`src/sv/qip_pkg.sv`:
```
// Shared types, constants and character-class functions for the
// qualified identifier parser. No dependencies.
package qip_pkg;

    // Longest identifier whose lengths are reported exactly.
    localparam int MAX_LEN = 4096;
    // Longest legal hostname label.
    localparam int LABEL_MAX = 63;

    // Width of the reported length fields.
    localparam int LEN_W = 13;
    // Internal counters hold MAX_LEN plus one for the overlong total.
    localparam int CNT_W = $clog2(MAX_LEN + 2);
    // Label length counter saturates at 127.
    localparam int LABEL_W = 7;

    // Parser region codes.
    localparam logic [1:0] REGION_REALM = 2'd0;
    localparam logic [1:0] REGION_PATH  = 2'd1;
    localparam logic [1:0] REGION_FRAG  = 2'd2;

    // Separator and punctuation characters.
    localparam logic [7:0] CH_SLASH = 8'h2F;
    localparam logic [7:0] CH_HASH  = 8'h23;
    localparam logic [7:0] CH_DOT   = 8'h2E;
    localparam logic [7:0] CH_DASH  = 8'h2D;
    localparam logic [7:0] CH_UNDER = 8'h5F;
    localparam logic [7:0] CH_COLON = 8'h3A;

    // One result of a finished identifier.
    typedef struct packed {
        logic             accepted;
        logic [LEN_W-1:0] realm_length;
        logic [LEN_W-1:0] path_length;
        logic             has_fragment;
        logic [LEN_W-1:0] fragment_length;
        logic             overlong;
    } t_result;

    // Lower-case ASCII letter.
    function automatic logic is_lower(input logic [7:0] c);
        return c inside {[8'h61:8'h7A]};
    endfunction

    // Decimal ASCII digit.
    function automatic logic is_decimal(input logic [7:0] c);
        return c inside {[8'h30:8'h39]};
    endfunction

endpackage

```
`src/sv/qip_in_if.sv`:
```
// Byte channel into the parser: valid/ready handshake with one byte
// and a last flag. Depends on nothing.
interface qip_in_if;
    logic       valid;
    logic       ready;
    logic [7:0] character;
    logic       is_last;

    modport source (output valid, output character, output is_last, input ready);
    modport sink   (input valid, input character, input is_last, output ready);
endinterface

```
`src/sv/qip_out_if.sv`:
```
// Result channel out of the parser: valid/ready handshake with the
// verdict and part lengths. Depends on qip_pkg.
interface qip_out_if;
    logic                      valid;
    logic                      ready;
    logic                      accepted;
    logic [qip_pkg::LEN_W-1:0] realm_length;
    logic [qip_pkg::LEN_W-1:0] path_length;
    logic                      has_fragment;
    logic [qip_pkg::LEN_W-1:0] fragment_length;
    logic                      overlong;

    modport source (output valid, output accepted, output realm_length,
                    output path_length, output has_fragment,
                    output fragment_length, output overlong, input ready);
    modport sink   (input valid, input accepted, input realm_length,
                    input path_length, input has_fragment,
                    input fragment_length, input overlong, output ready);
endinterface

```
`src/sv/qualified_identifier_parser.sv`:
```
// Qualified identifier syntax checker: input register, byte scanner and
// result register. Depends on qip_pkg, qip_in_if, qip_out_if, qip_scanner.
// A result is registered in the result register when its last byte moves on from the input register.
// Throughput: one byte per cycle; bytes keep flowing while a result waits, and
// the input stalls only when a last byte meets a full result register not being read.
// Synchronous active-low reset empties both registers and restarts the scanner.
module qualified_identifier_parser (
    input  logic      i_clk,
    input  logic      i_rst_n,
    qip_in_if.sink    i_in,
    qip_out_if.source o_out
);

    logic             r_in_valid;
    logic [7:0]       r_in_char;
    logic             r_in_last;
    logic             r_out_valid;
    qip_pkg::t_result r_out;
    qip_pkg::t_result scan_result;
    logic             advance;

    // The held byte moves on unless it would produce a result into a full register.
    assign advance    = r_in_valid && (!r_in_last || !r_out_valid || o_out.ready);
    assign i_in.ready = !r_in_valid || advance;

    // Input register.
    always_ff @(posedge i_clk) begin
        if (!i_rst_n) begin
            r_in_valid <= 1'b0;
        end else if (i_in.ready) begin
            r_in_valid <= i_in.valid;
        end
    end

    always_ff @(posedge i_clk) begin
        if (i_in.ready && i_in.valid) begin
            r_in_char <= i_in.character;
            r_in_last <= i_in.is_last;
        end
    end

    qip_scanner u_scanner (
        .i_clk       (i_clk),
        .i_rst_n     (i_rst_n),
        .i_step      (advance),
        .i_character (r_in_char),
        .i_is_last   (r_in_last),
        .o_result    (scan_result)
    );

    // Result register.
    always_ff @(posedge i_clk) begin
        if (!i_rst_n) begin
            r_out_valid <= 1'b0;
        end else if (advance && r_in_last) begin
            r_out_valid <= 1'b1;
        end else if (o_out.ready) begin
            r_out_valid <= 1'b0;
        end
    end

    always_ff @(posedge i_clk) begin
        if (advance && r_in_last) begin
            r_out <= scan_result;
        end
    end

    assign o_out.valid           = r_out_valid;
    assign o_out.accepted        = r_out.accepted;
    assign o_out.realm_length    = r_out.realm_length;
    assign o_out.path_length     = r_out.path_length;
    assign o_out.has_fragment    = r_out.has_fragment;
    assign o_out.fragment_length = r_out.fragment_length;
    assign o_out.overlong        = r_out.overlong;

`ifndef SYNTHESIS
    // A held byte that cannot move on keeps its contents.
    a_in_hold: assert property (@(posedge i_clk) disable iff (!i_rst_n)
        (r_in_valid && !advance) |=> (r_in_valid && $stable(r_in_char)
                                      && $stable(r_in_last)))
        else $error("input register lost a stalled byte");

    // A new result appears only after a last byte has moved on.
    a_out_source: assert property (@(posedge i_clk) disable iff (!i_rst_n)
        $rose(r_out_valid) |-> $past(advance && r_in_last))
        else $error("result appeared without a last byte");

    // An accepted identifier has at least two labels and a non-empty path.
    a_accept_lengths: assert property (@(posedge i_clk) disable iff (!i_rst_n)
        (o_out.valid && o_out.accepted) |->
            (o_out.realm_length >= 13'd3 && o_out.path_length != 13'd0))
        else $error("accepted identifier with impossible lengths");

    // Without a hash there is no fragment to count.
    a_fragment_len: assert property (@(posedge i_clk) disable iff (!i_rst_n)
        (o_out.valid && !o_out.has_fragment) |-> (o_out.fragment_length == 13'd0))
        else $error("fragment length without a fragment");
`endif

endmodule

```
`src/sv/qip_scanner.sv`:
```
// Per-byte syntax state of the parser: region, label and piece checks
// and saturating part counters. Depends on qip_pkg.
module qip_scanner (
    input  logic             i_clk,
    input  logic             i_rst_n,
    input  logic             i_step,
    input  logic [7:0]       i_character,
    input  logic             i_is_last,
    output qip_pkg::t_result o_result
);

    logic [1:0]                  r_region,    n_region;
    logic [qip_pkg::LABEL_W-1:0] r_label_len, n_label_len;
    logic                        r_tail_ok,   n_tail_ok;
    logic [1:0]                  r_label_cnt, n_label_cnt;
    logic                        r_piece_ne,  n_piece_ne;
    logic                        r_failed,    n_failed;
    logic [qip_pkg::CNT_W-1:0]   r_realm_cnt, n_realm_cnt;
    logic [qip_pkg::CNT_W-1:0]   r_path_cnt,  n_path_cnt;
    logic [qip_pkg::CNT_W-1:0]   r_frag_cnt,  n_frag_cnt;
    logic                        r_exceeded,  n_exceeded;
    logic [qip_pkg::CNT_W-1:0]   r_total,     n_total;

    localparam logic [qip_pkg::CNT_W-1:0] CntMax = qip_pkg::CNT_W'(qip_pkg::MAX_LEN);
    localparam logic [qip_pkg::LABEL_W-1:0] LabelMax =
        qip_pkg::LABEL_W'(qip_pkg::LABEL_MAX);
    localparam logic [qip_pkg::LABEL_W-1:0] LabelSat = '1;

    logic c_lower, c_digit, c_word;

    // Character classes of the incoming byte.
    always_comb begin
        c_lower = qip_pkg::is_lower(i_character);
        c_digit = qip_pkg::is_decimal(i_character);
        c_word  = c_lower || c_digit || (i_character == qip_pkg::CH_DASH);
    end

    // Next state for one byte, in the order the grammar checks apply.
    always_comb begin
        n_region    = r_region;
        n_label_len = r_label_len;
        n_tail_ok   = r_tail_ok;
        n_label_cnt = r_label_cnt;
        n_piece_ne  = r_piece_ne;
        n_failed    = r_failed;
        n_realm_cnt = r_realm_cnt;
        n_path_cnt  = r_path_cnt;
        n_frag_cnt  = r_frag_cnt;
        n_exceeded  = r_exceeded;
        n_total     = r_total;

        if (r_total <= CntMax) begin
            n_total = r_total + 1'b1;
        end
        if (n_total > CntMax) begin
            n_exceeded = 1'b1;
        end

        case (r_region)
            qip_pkg::REGION_REALM: begin
                if (i_character == qip_pkg::CH_SLASH ||
                    i_character == qip_pkg::CH_DOT) begin
                    // Close the current label.
                    if (r_label_len == '0 || !r_tail_ok) begin
                        n_failed = 1'b1;
                    end else if (r_label_cnt < 2'd2) begin
                        n_label_cnt = r_label_cnt + 1'b1;
                    end
                    n_label_len = '0;
                    n_tail_ok   = 1'b0;
                    if (i_character == qip_pkg::CH_SLASH) begin
                        if (n_label_cnt < 2'd2) begin
                            n_failed = 1'b1;
                        end
                        n_region   = qip_pkg::REGION_PATH;
                        n_piece_ne = 1'b0;
                    end else if (r_realm_cnt < CntMax) begin
                        n_realm_cnt = r_realm_cnt + 1'b1;
                    end
                end else if (i_character == qip_pkg::CH_HASH) begin
                    n_failed   = 1'b1;
                    n_region   = qip_pkg::REGION_FRAG;
                    n_piece_ne = 1'b0;
                end else begin
                    if (r_realm_cnt < CntMax) begin
                        n_realm_cnt = r_realm_cnt + 1'b1;
                    end
                    if (r_label_len == '0) begin
                        if (!c_lower) begin
                            n_failed = 1'b1;
                        end
                    end else if (!c_word) begin
                        n_failed = 1'b1;
                    end
                    if (r_label_len >= LabelMax) begin
                        n_failed = 1'b1;
                    end
                    if (r_label_len != LabelSat) begin
                        n_label_len = r_label_len + 1'b1;
                    end
                    n_tail_ok = c_lower || c_digit;
                end
            end
            qip_pkg::REGION_PATH: begin
                if (i_character == qip_pkg::CH_HASH) begin
                    if (!r_piece_ne) begin
                        n_failed = 1'b1;
                    end
                    n_region   = qip_pkg::REGION_FRAG;
                    n_piece_ne = 1'b0;
                end else begin
                    if (r_path_cnt < CntMax) begin
                        n_path_cnt = r_path_cnt + 1'b1;
                    end
                    if (i_character == qip_pkg::CH_SLASH) begin
                        if (!r_piece_ne) begin
                            n_failed = 1'b1;
                        end
                        n_piece_ne = 1'b0;
                    end else begin
                        if (!c_word) begin
                            n_failed = 1'b1;
                        end
                        n_piece_ne = 1'b1;
                    end
                end
            end
            default: begin
                // Fragment region.
                if (r_frag_cnt < CntMax) begin
                    n_frag_cnt = r_frag_cnt + 1'b1;
                end
                if (!(c_word || i_character == qip_pkg::CH_DOT ||
                      i_character == qip_pkg::CH_UNDER ||
                      i_character == qip_pkg::CH_COLON)) begin
                    n_failed = 1'b1;
                end
                n_piece_ne = 1'b1;
            end
        endcase
    end

    // Verdict from the state after the last byte.
    always_comb begin
        o_result.accepted        = !n_failed && (n_region != qip_pkg::REGION_REALM)
                                   && n_piece_ne;
        o_result.realm_length    = n_realm_cnt[qip_pkg::LEN_W-1:0];
        o_result.path_length     = n_path_cnt[qip_pkg::LEN_W-1:0];
        o_result.has_fragment    = (n_region == qip_pkg::REGION_FRAG);
        o_result.fragment_length = n_frag_cnt[qip_pkg::LEN_W-1:0];
        o_result.overlong        = n_exceeded;
    end

    // State update; the last byte of an identifier clears everything.
    always_ff @(posedge i_clk) begin
        if (!i_rst_n || (i_step && i_is_last)) begin
            r_region    <= qip_pkg::REGION_REALM;
            r_label_len <= '0;
            r_tail_ok   <= 1'b0;
            r_label_cnt <= '0;
            r_piece_ne  <= 1'b0;
            r_failed    <= 1'b0;
            r_realm_cnt <= '0;
            r_path_cnt  <= '0;
            r_frag_cnt  <= '0;
            r_exceeded  <= 1'b0;
            r_total     <= '0;
        end else if (i_step) begin
            r_region    <= n_region;
            r_label_len <= n_label_len;
            r_tail_ok   <= n_tail_ok;
            r_label_cnt <= n_label_cnt;
            r_piece_ne  <= n_piece_ne;
            r_failed    <= n_failed;
            r_realm_cnt <= n_realm_cnt;
            r_path_cnt  <= n_path_cnt;
            r_frag_cnt  <= n_frag_cnt;
            r_exceeded  <= n_exceeded;
            r_total     <= n_total;
        end
    end

endmodule
```
`src/flat_wrapper.sv`:
```
// flat-port wrapper written by rule: the top's interface ports become plain ports
module qualified_identifier_parser_flat 
  (i_clk, i_rst_n, i_in_valid, i_in_character, i_in_is_last, i_in_ready, o_out_valid, o_out_accepted, o_out_realm_length, o_out_path_length, o_out_has_fragment, o_out_fragment_length, o_out_overlong, o_out_ready);
  qip_in_if i_in_i ();
  qip_out_if o_out_i ();
  input  logic i_clk;
  input  logic i_rst_n;
  input wire logic [$bits(i_in_i.valid)-1:0] i_in_valid;
  input wire logic [$bits(i_in_i.character)-1:0] i_in_character;
  input wire logic [$bits(i_in_i.is_last)-1:0] i_in_is_last;
  output wire logic [$bits(i_in_i.ready)-1:0] i_in_ready;
  output wire logic [$bits(o_out_i.valid)-1:0] o_out_valid;
  output wire logic [$bits(o_out_i.accepted)-1:0] o_out_accepted;
  output wire logic [$bits(o_out_i.realm_length)-1:0] o_out_realm_length;
  output wire logic [$bits(o_out_i.path_length)-1:0] o_out_path_length;
  output wire logic [$bits(o_out_i.has_fragment)-1:0] o_out_has_fragment;
  output wire logic [$bits(o_out_i.fragment_length)-1:0] o_out_fragment_length;
  output wire logic [$bits(o_out_i.overlong)-1:0] o_out_overlong;
  input wire logic [$bits(o_out_i.ready)-1:0] o_out_ready;
  assign i_in_i.valid = i_in_valid;
  assign i_in_i.character = i_in_character;
  assign i_in_i.is_last = i_in_is_last;
  assign i_in_ready = i_in_i.ready;
  assign o_out_valid = o_out_i.valid;
  assign o_out_accepted = o_out_i.accepted;
  assign o_out_realm_length = o_out_i.realm_length;
  assign o_out_path_length = o_out_i.path_length;
  assign o_out_has_fragment = o_out_i.has_fragment;
  assign o_out_fragment_length = o_out_i.fragment_length;
  assign o_out_overlong = o_out_i.overlong;
  assign o_out_i.ready = o_out_ready;
  qualified_identifier_parser u_core (.i_clk(i_clk), .i_rst_n(i_rst_n), .i_in(i_in_i), .o_out(o_out_i));
endmodule
```
`config.mk`:
```
export PLATFORM = sky130hd
export DESIGN_NAME = qualified_identifier_parser_flat
export DESIGN_NICKNAME = d
export VERILOG_FILES = /design/src/sv/qip_pkg.sv /design/src/sv/qip_in_if.sv /design/src/sv/qip_out_if.sv /design/src/sv/qualified_identifier_parser.sv /design/src/sv/qip_scanner.sv /design/src/flat_wrapper.sv
export SDC_FILE = /design/constraint.sdc
export NUM_CORES = 1
export LEC_CHECK = 0
export BUFFER_PORTS_ARGS = -buffer_cell sky130_fd_sc_hd__buf_2
export CAP_MARGIN = 20
export CORE_MARGIN = 5
export CORE_UTILIZATION = 50
export DETAILED_ROUTE_END_ITERATION = 8
export GPL_ROUTABILITY_DRIVEN = 1
export PLACE_DENSITY_LB_ADDON = 0.12
export SLEW_MARGIN = 30
export SYNTH_ARGS = -nofsm -noshare
export SYNTH_HDL_FRONTEND = slang
export SYNTH_SLANG_ARGS = --single-unit
```
`constraint.sdc`:
```
create_clock -name i_clk -period 3 [get_ports i_clk]
set_clock_uncertainty 0.15 [all_clocks]
set_input_delay 0.15 -clock i_clk [delete_from_list [all_inputs] [get_ports i_clk]]
set_output_delay 0.15 -clock i_clk [all_outputs]
set_load 0.005 [all_outputs]
```
After elaboration in Yosys (flattened, before gate mapping)

Index checks and enable logic that the tools add are counted.

Bits of input ports: 13
Register bits: 120
Output and inout bits: 44

Add/subtract/negate cells: 6
Muxes and demuxes: 47
Reductions and logical operators: 33
Order comparisons: 12
Equality and inequality tests: 10

Operators with widths:

| kind                  | count |
|---|---|
| $mux 13               | 11 |
| $add 13x1->13 const B | 4 |
| $eq 8x6->1 const B    | 5 |
| $lt 13x13->1 const B  | 3 |
| $mux 1                | 23 |
| $mux 7                | 3 |
| $mux 2                | 7 |
| $gt 13x13->1 const B  | 1 |
| $le 13x13->1 const B  | 1 |
| $logic_or 1x1->1      | 11 |
| $eq 8x7->1 const B    | 1 |
| $ge 8x6->1 const B    | 1 |
| $ge 8x7->1 const B    | 1 |
| $le 8x6->1 const B    | 1 |
| $le 8x7->1 const B    | 1 |
| $add 7x1->7 const B   | 1 |
| $ge 7x6->1 const B    | 1 |
| $logic_and 1x1->1     | 7 |
| $logic_not 7->1       | 1 |
| $ne 7x7->1 const B    | 1 |
| $logic_not 1->1       | 6 |
| $reduce_and 3->1      | 2 |
| $reduce_bool 2->1     | 3 |
| $lt 2x2->1 const B    | 2 |
| other kinds (9)       | 10 |

Depth between registers and ports, before layout

Depth in word-level cells: 13
Mapped depth: 9
Mapped depth without buffers: 8

Hierarchy

A second synthesis with hierarchy kept.

Cells, all modules: 582
Area total of the unflattened synthesis: 5,816.8 um^2

Modules (own cells, without submodules):

| module                      | cells an instance | sequential area each (um^2) | instances | area an instance (um^2) |
|---|---|---|---|---|
| qip_scanner                 | 519               | 1,341.3                     | 1         | 4,167.7 |
| qualified_identifier_parser | 63                | 1,571.5                     | 1         | 1,649.1 |

Worst setup path after synthesis

Ideal clock, no wire load.

Path type: flip-flop to flip-flop
Start: reg u_core.u_scanner.r_total[4] in the netlist's numbering
End: reg u_core.r_out (netlist bit u_core.o_out.overlong) (data pin)
Cell stages (with the launch flop): 8
Clock period less this slack: 2.531 ns
Required time: 2.586 ns
Arrival: 2.117 ns
Setup slack: 0.469 ns
Cell sequence: dfxtp_1 > buf_6 > or4_4 > o41ai_4 > and3_1 > o221ai_2 > a2111oi_2 > o21bai_1

RTL lines:

| element                | RTL line                          | RTL |
|---|---|---|
| from (decl)            | qip_scanner.sv:22                 | `logic [qip_pkg::CNT_W-1:0] r_total, n_total;` |
| from (signal assigned) | qip_scanner.sv:179                | `r_total <= n_total;` |
| to (signal assigned)   | qualified_identifier_parser.sv:64 | `r_out <= scan_result;` |
| to (decl)              | qualified_identifier_parser.sv:18 | `qip_pkg::t_result r_out;` |

==> flow_summary.json <==
{
  "cts_buffer_depth": 2,
  "worstSetupPathType": "flip-flop to flip-flop",
  "syn2layout_area_growth_pct": 20.09,
  "finalHoldViolCount": 0,
  "drv_slew": 0,
  "postRouteAntennaNets": 0,
  "placementRows": 38,
  "synth_edf_count": 51,
  "worstHoldStart": "o_out_ready",
  "wl_met1_mm": 5.236,
  "drt_iter0_drc": 269,
  "die_h_um": 116.3,
  "timing.rr.start": "u_core.u_scanner.r_total[4]$_SDFFE_PP0P_",
  "synth_ff_type": "dfxtp_1",
  "antenna_cells": 0,
  "dr_wl_met3_um": 673,
  "synth_nets": 595,
  "cp_cell_sequence": "or4_4 > o41ai_4 > and3_1 > o221ai_2 > a2111oi_2 > o21bai_1",
  "yosysSeqAreaShare": 0.5156,
  "htree_levels": 4,
  "synth_area_sq_um": 5649,
  "antenna_found_initial": 0,
  "track_usage": 0.1820,
  "maxCapViolations": 0,
  "worstHoldPathType": "input port to flip-flop",
  "nets": 671,
  "dr_wl_met2_mm": 5.288,
  "cts_buffers": 17,
  "gp_congestion": 0.8557,
  "grt_setup_unrepaired": "no",
  "clock.fmax_mhz": 365.6,
  "relSlewSlack": 0.4199,
  "r2r_cells": 6,
  "vdd_ir_drop_max_mv": 0.2983,
  "final_cell_mix": "nor2_1 (83), dfxtp_1 (69), buf_2 (56)",
  "fillers": 946,
  "period_needed_ps": 2735,
  "drive_above_1_share": 0.1687,
  "io_pins": 57,
  "rrSetupSlack_ps": 260,
  "final_common_cell": "nor2_1",
  "io_buffers": 56,
  "grt_overflow": 0,
  "worstPathRequired_ps": 2990,
  "synth_area_per_cell_sq_um": 9.825,
  "holdWs_ps": 286.0,
  "cpPeakStageDelay_ps": 580,
  "endpoint_kind": "flip-flop",
  "power_leakage_nw": 2.486,
  "ys_seq_elements": 120,
  "r2r-end": "u_core.o_out.overlong$_DFFE_PP_",
  "slowest_stage": "or4_4",
  "coreArea_sq_um": 10940,
  "finalCritPeriodShare": 0.9118,
  "initial_utilization": 0.5166,
  "via_per_inst": 5.466,
  "worst_pin_slew_ps": 866.1,
  "dp_hpwl_mm": 7.880,
  "final_core_util": 0.6204,
  "min_to": "u_core.u_scanner.r_realm_cnt[1]$_SDFFE_PP0P_",
  "grt_pass1_wl_mm": 19.49,
  "yosysUniqueCellTypes": 57,
  "via_count": 4395,
  "die_area_sq_um": 13520,
  "cts_root_buf": "clkbuf_16",
  "setup_tns_ps": 0,
  "die_w_um": 116.3,
  "cts_tree": "done",
  "start_kind": "flip-flop",
  "clk_latency_ps": 410,
  "crit_buf_inv": 0,
  "crit_path_max_fanout": 8,
  "dr.max_layer_used": "met4",
  "synthCells": 575,
  "grt_pass1_vias": 4113,
  "clock_sinks": 120,
  "yosys_warnings": 0,
  "crit_arrival_ps": 2720,
  "wl_per_cell_um": 14.18,
  "worstHoldPathCells": 6,
  "grt_max_degree": 28,
  "status": "finished, final reports clean",
  "crit_family": "compound AO/OA/AOI/OAI gates",
  "p_per_area_nw_per_um2": 561.9,
  "setup_viol": 0,
  "dr.pass1.iters": 5,
  "total_power_mw": 3.812,
  "ys_async_sr_fraction": 0,
  "drc": 0,
  "drt_wl_total_mm": 11.40,
  "cts.clk_slew.worst_paths_ps": 50
}
[cell families after synthesis]
family | after synthesis | synth area share
muxes | 4 | 0.007752
AOI/OAI and AO/OA | 73 | 0.08793
buffers and inverters | 35 | 0.02525
and+or+nand+nor | 262 | 0.2332
xor gates and xnor gates | 74 | 0.1147
adders and majority gates | 7 | 0.01550
DFF | 120 | 0.5156
[state kept, by name (all words and copies together), names as in the netlist, 2 cells and up]
register,count
u_core.u_scanner.r_frag_cnt,13
u_core.u_scanner.r_label_len,7
u_core.u_scanner.r_path_cnt,13
u_core.o_out.fragment_length,13
u_core.u_scanner.r_total,13
u_core.o_out.realm_length,13
u_core.u_scanner.r_region,2
u_core.u_scanner.r_label_cnt,2
u_core.u_scanner.r_realm_cnt,13
u_core.o_out.path_length,13
u_core.r_in_char,8
[worst register-to-register path, delay by kind of cell, from the launching register on]
family	cells	cell delay, ps
flip-flops	1	370
AO/OA/AOI/OAI	4	1130
AND/OR/NAND/NOR	2	820
[report_power, final]
part | total (mW) | leakage [nW] | switching, mW | internal (mW)
Clock | 1.89 | 0.265 | 0.684 | 1.21
Sequential | 1.76 | 1.01 | 0.0247 | 1.74
Combinational | 0.163 | 1.21 | 0.0951 | 0.0679
Total | 3.81 | 2.49 | 0.804 | 3.01
[worst max path at each step]
stage / cells past startpoint / from / end
6_report: 6 / u_core.u_scanner.r_total[4]$_SDFFE_PP0P_ / u_core.o_out.overlong$_DFFE_PP_
5_1_grt: 6 / u_core.u_scanner.r_total[4]$_SDFFE_PP0P_ / u_core.o_out.overlong$_DFFE_PP_
2_1_floorplan: 7 / u_core.u_scanner.r_total[4]$_SDFFE_PP0P_ / u_core.o_out.overlong$_DFFE_PP_
4_1_cts: 6 / u_core.u_scanner.r_total[4]$_SDFFE_PP0P_ / u_core.o_out.overlong$_DFFE_PP_
3_3_place_gp: 6 / u_core.u_scanner.r_total[4]$_SDFFE_PP0P_ / u_core.o_out.overlong$_DFFE_PP_
3_5_place_dp: 6 / u_core.u_scanner.r_total[4]$_SDFFE_PP0P_ / u_core.o_out.overlong$_DFFE_PP_
[routing by layer]
layer  vias to the layer above  GRT usage
met5                         -          0
li1                       2193          -
met3                        21    0.04352
met4                         0    0.06729
met1                      2059     0.2427
met2                       122     0.2891
[what timing repair did]
action	CTS	global route
gates resized for setup	0	0
setup endpoints to repair	0	0
setup buffers	0	0
hold buffers	13	0
endpoints found under the hold margin	11	0
[cell usage after synthesis (4+ instances only)]
cell type / n / area share
a21oi_1: 28 / 0.025
and2_1: 4 / 0.0044
and3_1: 13 / 0.014
and4_1: 6 / 0.0093
clkbuf_1: 17 / 0.011
dfxtp_1: 69 / 0.24
edfxtp_1: 51 / 0.27
ha_1: 7 / 0.016
inv_1: 12 / 0.0080
nand2_1: 52 / 0.035
nand3_1: 30 / 0.027
nand4_1: 19 / 0.021
nor2_1: 83 / 0.055
nor3_1: 12 / 0.011
nor4_1: 4 / 0.0044
o21ai_0: 16 / 0.014
or3_1: 14 / 0.016
or4_1: 4 / 0.0053
xnor2_1: 41 / 0.064
xor2_1: 33 / 0.051
[stage by stage]
step                      cell area (sq um)  std cells  worst slack, ps
after CTS                              6784        804            304.1
after global placement                 6106        759            406.8
after floorplan                        5649        575            469.3
after detailed placement               6106        759            327.2
final                                  6784        804            264.6
after global routing                   6784        804            182.3
[final cells by class]
type | instances | area, sq um | area share
Clock inverter | 11 | 107.6 | 0.01586
Multi-Input combinational cell | 420 | 2597 | 0.3829
Clock buffer | 21 | 440.4 | 0.06492
Tap cell | 140 | 175.2 | 0.02582
Sequential cell | 120 | 2913 | 0.4294
Inverter | 12 | 45.04 | 0.006640
Timing Repair Buffer | 80 | 505.5 | 0.07451
Note: power is estimated with default switching activity, not from simulation.
